$ cat config.mk
export PLATFORM = sky130hd
export DESIGN_NAME = albs_front
export DESIGN_NICKNAME = d
export VERILOG_FILES = /design/src/rtl/albs_pkg.sv /design/src/rtl/albs_front.sv
export SDC_FILE = /design/constraint.sdc
export NUM_CORES = 1
export LEC_CHECK = 0
export BUFFER_PORTS_ARGS = -buffer_cell sky130_fd_sc_hd__buf_2
export CORE_MARGIN = 3
export CORE_UTILIZATION = 36
export DETAILED_ROUTE_END_ITERATION = 8
export PLACE_DENSITY_LB_ADDON = 0.1
export SYNTH_ARGS = -nofsm -noshare
export SYNTH_HDL_FRONTEND = slang
export SYNTH_SLANG_ARGS = --single-unit
$ cat constraint.sdc
create_clock -name clk -period 5.4 [get_ports clk]
set_input_delay 0.54 -clock clk [delete_from_list [all_inputs] [get_ports clk]]
set_output_delay 0.54 -clock clk [all_outputs]
set_load 0.005 [all_outputs]
$ cat src/rtl/albs_pkg.sv
// ---------------------------------------------------------------------------
// albs_pkg: shared types and constants for the append log search block
// Item and queue types passed between the front and the back, opcode codes
// and the back-end state encoding.
// ---------------------------------------------------------------------------
package albs_pkg;

	localparam int DEPTH_DEFAULT = 1024;
	localparam int TS_W          = 32;
	localparam int ADDR_W        = 32;
	localparam int SLOT_W        = 10;

	// Queue depth must be a power of two so that the pointers wrap on their own.
	localparam int QUEUE_DEPTH   = 2;
	localparam int QPTR_W        = $clog2(QUEUE_DEPTH);
	localparam int QFILL_W       = $clog2(QUEUE_DEPTH + 1);

	typedef enum logic {
		OP_APPEND = 1'b0,
		OP_QUERY  = 1'b1
	} opcode_t;

	typedef struct packed {
		logic              is_query;
		logic [TS_W-1:0]   ts;
		logic [ADDR_W-1:0] addr;
	} albs_item_t;

	typedef struct packed {
		logic       valid;
		albs_item_t item;
	} albs_queue_out_t;

	typedef enum logic {
		B_IDLE,
		B_SEARCH
	} back_state_t;

endpackage

$ cat src/rtl/albs_front.sv
// ---------------------------------------------------------------------------
// albs_front: command intake and item queue
// Takes command transfers, tags each item as append or query and holds it in
// a short queue until the back end is ready to carry it out.
// ---------------------------------------------------------------------------
module albs_front (
	input  logic                            clk,
	input  logic                            arst_n,
	input  logic                            start,
	input  logic                            opcode,
	input  logic signed [albs_pkg::TS_W-1:0] key_timestamp,
	input  logic [albs_pkg::ADDR_W-1:0]     entry_address,
	output logic                            busy,
	input  logic                            pop,
	output albs_pkg::albs_queue_out_t       q_out
);
	import albs_pkg::*;

	albs_item_t         entry_q [QUEUE_DEPTH];
	logic [QPTR_W-1:0]  wr_ptr_q;
	logic [QPTR_W-1:0]  rd_ptr_q;
	logic [QFILL_W-1:0] fill_q;
	logic               push;
	albs_item_t         new_item;

	assign busy = (fill_q == QFILL_W'(QUEUE_DEPTH));
	assign push = start && !busy;

	always_comb begin
		new_item.is_query = (opcode == OP_QUERY);
		new_item.ts       = key_timestamp;
		new_item.addr     = entry_address;
	end

	assign q_out.valid = (fill_q != '0);
	assign q_out.item  = entry_q[rd_ptr_q];

	always_ff @(posedge clk) begin
		if (push) begin
			entry_q[wr_ptr_q] <= new_item;
		end
	end

	always_ff @(posedge clk or negedge arst_n) begin
		if (!arst_n) begin
			wr_ptr_q <= '0;
			rd_ptr_q <= '0;
			fill_q   <= '0;
		end else begin
			if (push) begin
				wr_ptr_q <= wr_ptr_q + QPTR_W'(1);
			end
			if (pop) begin
				rd_ptr_q <= rd_ptr_q + QPTR_W'(1);
			end
			unique case ({push, pop})
				2'b10:   fill_q <= fill_q + QFILL_W'(1);
				2'b01:   fill_q <= fill_q - QFILL_W'(1);
				default: fill_q <= fill_q;
			endcase
		end
	end

endmodule

## Yosys cells after proc, flatten, opt, wreduce, memory -nomap -nowiden

Memories as Yosys holds them, arrays and structs flattened.
Index checks and enable logic that the tools add are counted.

- Flip-flop bits (word level): 4
- Output and inout bits: 67
- Memories kept: 1
- Bits in writable memories: 130
- Logic and storage cells: 18

- Eq/ne operators: 3
- Reduce and logical (&&, ||, !) cells: 4
- Add/subtract/negate cells: 4
- Muxes and demuxes: 3

Memories:

| name | depth | width | rd ports | clocked after Yosys merged registers in | write ports | line | text |
|---|---|---|---|---|---|---|---|
| entry_q | 2 | 65 | 1 | 0 | 1 | albs_front.sv:19 | `albs_item_t entry_q [QUEUE_DEPTH];` |

Operators with widths:

| cell | number |
|---|---|
| == test 2 bit (second input constant) | 2 |
| case mux 2 bit (2 select lines) | 1 |
| nonzero test 2 bit | 2 |
| adder 1 bit (second input constant) | 2 |
| adder 2 x 1 -> 2 bit (second input constant) | 1 |
| == test 2 x 1 -> 1 bit (second input constant) | 1 |
| 2-to-1 mux 1 bit | 2 |
| subtractor 2 x 1 -> 2 bit (second input constant) | 1 |
| logical AND 1 bit | 1 |
| logical NOT 1 bit | 1 |

## Logic depth before layout (Yosys ltp)

- Depth after elaboration: 5
- Gate-level depth with buffers: 6
- Depth with buffers taken out: 6

## Worst setup path before layout

OpenSTA, ideal clock, no wires.

- Path type: in2reg
- From: input port start
- To: memory entry_q[0][0] (netlist name), enable pin
- Setup slack: 1561 ps
- Stages on the path: 2
- Buffers on the path: 0
- Setup time: 488 ps
- Data arrival time: 3351 ps
- Path through: nand2_1 nor2_1

- Word-level cells in the longest chain between the ends: 3

RTL lines:

| what | line | text |
|---|---|---|
| from (decl) | albs_front.sv:9 | `input logic start,` |
| logical AND 1 bit | albs_front.sv:27 | `assign push = start && !busy;` |
| 2-to-1 mux 1 bit | albs_front.sv:39 | `if (push) begin` |
| 2-to-1 mux 1 bit (implied by the code) | albs_front.sv:40 | `entry_q[wr_ptr_q] <= new_item;` |
| to (decl) | albs_front.sv:19 |  |

No other way between the ends.

==> impl_metrics.yaml <==
cts:
  clock_latency_ps: 410
  cts_tree: "done"
  clockBufferDepth: 2
  htree_levels: 4
  cts_resized: 0
  cts_setup_buffers: 0
  clkTransAtPathRegs_ps: 50
  clock-sinks: 134
  cts-root-buf: "clkbuf_16"
  cts_inserted_buffers: 17
placement:
  gp_congestion: 0.701
  place_ws_ps: 2880
  placed_area_sq_mm: 0.00590
  place_hpwl_mm: 5.43
  portBuffers: 135
sta:
  rsz0062_at_grt: "false"
  hold_viol: 0
  period_share: 0.537
  period_minus_slack_ps: 2900
  skew_ps: 8.23
  max_freq_mhz: 345
  slew_violations: 0
  maxSlewHeadroom: 0.377
  timing.final.ws_setup_ps: 2500
  setup-tns-final_ps: 0
  setup_viol: 0
  tightest_slew_ps: 935
setup_path:
  crit_buf_inv: 2
  critPathKind: "reg -> out"
  cp-end-kind: "output port"
  critPathLaunchType: "flip-flop"
  cp_max_fo: 35
  crit_chain: "buf_4, mux2_2, buf_2"
  worstPathArrival_ps: 2360
  slowest_delay_ps: 790
  cp_data_required_time_ps: 4860
  slowest_stage: "dfrtp_4"
  cp_top_family: "flip-flops"
global_route:
  grt_pass1_wl_mm: 13.9
  first_global_vias: 2615
  antenna_found_initial: 0
  grt_max_degree: 66
  grt_usage: 0.121
  grt_overflow: 0
die:
  fp.dieH_um: 124
  die-area_sq_mm: 0.0155
  num_rows: 42
  fp.coreArea_sq_mm: 0.0135
  initial_core_util: 0.375
  die_x_um: 124
  io-pin-count: 136
finish:
  mostFrequentLayoutCells: "buf_2, edfxtp_1, mux2_4"
  layout_commonest_cell: "buf_2"
  diodes: 0
  syn2layout_area_growth_pct: 28.1
  final_cell_area_sq_mm: 0.00646
  drive_gt1_frac: 0.609
  nNetsFinal: 439
routing:
  routed-via-count: 2478
  drc: 0
  first_pass_iters: 4
  first_iter_violations: 137
  viasPerCell: 4.45
  wire_per_inst_um: 15.8
  ant_nets: 0
  wl_mm: 8.82
worst_hold_path:
  hp-class: "in -> reg"
synthesis:
  syn_avg_cell_area_sq_um: 23.0
  ys_seq_area_frac: 0.794
  yosysWarnings: 0
  netlist-cell-type-count: 15
  postSynthCellCount: 219
  synth_nets: 289
  ys_ff_latch: 134
  syn-cell-area_sq_mm: 0.00504
job:
  cap_violations: 0
power_and_ir_drop:
  p_per_area_mw_per_mm2: 543
  p_leak_nw: 2.54
  ir_worst_vdd_mv: 0.412
status:
  status: "completed"
## report_power, final
group	internal, mW	leakage, nW	switching, mW
logic	0.506	1.02	0.401
clock network	0.664	0.265	0.393
registers	1.43	1.25	0.117
total	2.60	2.54	0.911
## cells in the mapped netlist
library cell | n | area share
xor2_1 | 2 | 0.0035
nor2_1 | 2 | 0.0015
edfxtp_1 | 130 | 0.77
buf_2 | 2 | 0.0020
ha_1 | 1 | 0.0025
buf_6 | 5 | 0.011
dfrtp_1 | 4 | 0.020
nand2_1 | 1 | 0.00074
or2_2 | 1 | 0.0012
nand2b_1 | 1 | 0.0012
mux2_2 | 25 | 0.056
inv_1 | 1 | 0.00074
mux2_4 | 40 | 0.12
and3_1 | 1 | 0.0012
xnor2_1 | 3 | 0.0052
## layer usage
metal | track usage | wire [um] | up-vias
met3 | 0.0600 | 783 | 13
met4 | 0.0638 | 153 | 0
met1 | 0.154 | 3990 | 1189
li1 | - | - | 1169
met5 | 0 | 0 | -
met2 | 0.168 | 3890 | 107
## repair_timing
item                                   4_1_cts  5_1_grt
endpoints found under the hold margin        4        0
setup endpoints to repair                    0        0
hold buffers                                 1        0
## state kept, by name (all words and copies together) (netlist names)
| name | cells |
|---|---|
| fill_q | 2 |
| wr_ptr_q | 1 |
| rd_ptr_q | 1 |
| entry_q | 130 |
## kinds of logic after synthesis
family | share of synthesized area
simple gates | 0.00596
fa+ha+maj | 0.00248
flops | 0.794
mux | 0.175
xor+xnor | 0.00869
buf+inv | 0.0139
## worst paths after layout
kind | from | end | slack [ps] | depth (start not counted)
setup / recovery | rd_ptr_q$_DFFE_PN0P_ | q_out[61] | 2500 | 3
hold / removal | key_timestamp[23] | entry_q[0][55]$_DFFE_PP_ | 320 | 1
setup reg to reg | fill_q[0]$_DFFE_PN0P_ | entry_q[0][54]$_DFFE_PP_ | 3010 | 4
hold reg to reg | fill_q[1]$_DFFE_PN0P_ | fill_q[1]$_DFFE_PN0P_ | 490 | 1
max in group asynchronous | arst_n | rd_ptr_q$_DFFE_PN0P_ | 4800 | 2
min in group asynchronous | arst_n | rd_ptr_q$_DFFE_PN0P_ | 470 | 2
## per-stage QoR
stage	cells	hold WS [ps]	power (mW)	util
2_1_floorplan	219	244	2.16	-
3_3_place_gp	525	357	2.50	0.439
3_5_place_dp	525	354	2.50	0.439
4_1_cts	557	291	3.58	0.480
5_1_grt	557	291	3.71	0.480
6_report	557	317	3.51	0.480
## layout make-up
class	instances	area [sq um]
clock buffers	18	429
flip-flops and latches	134	4010
multi-input cells	77	981
inverters	1	3.75
well taps	176	220
clock inverters	13	115
repair buffers	138	701
fillers	1192	7000
No activity file was read; power rests on OpenSTA's default activity.
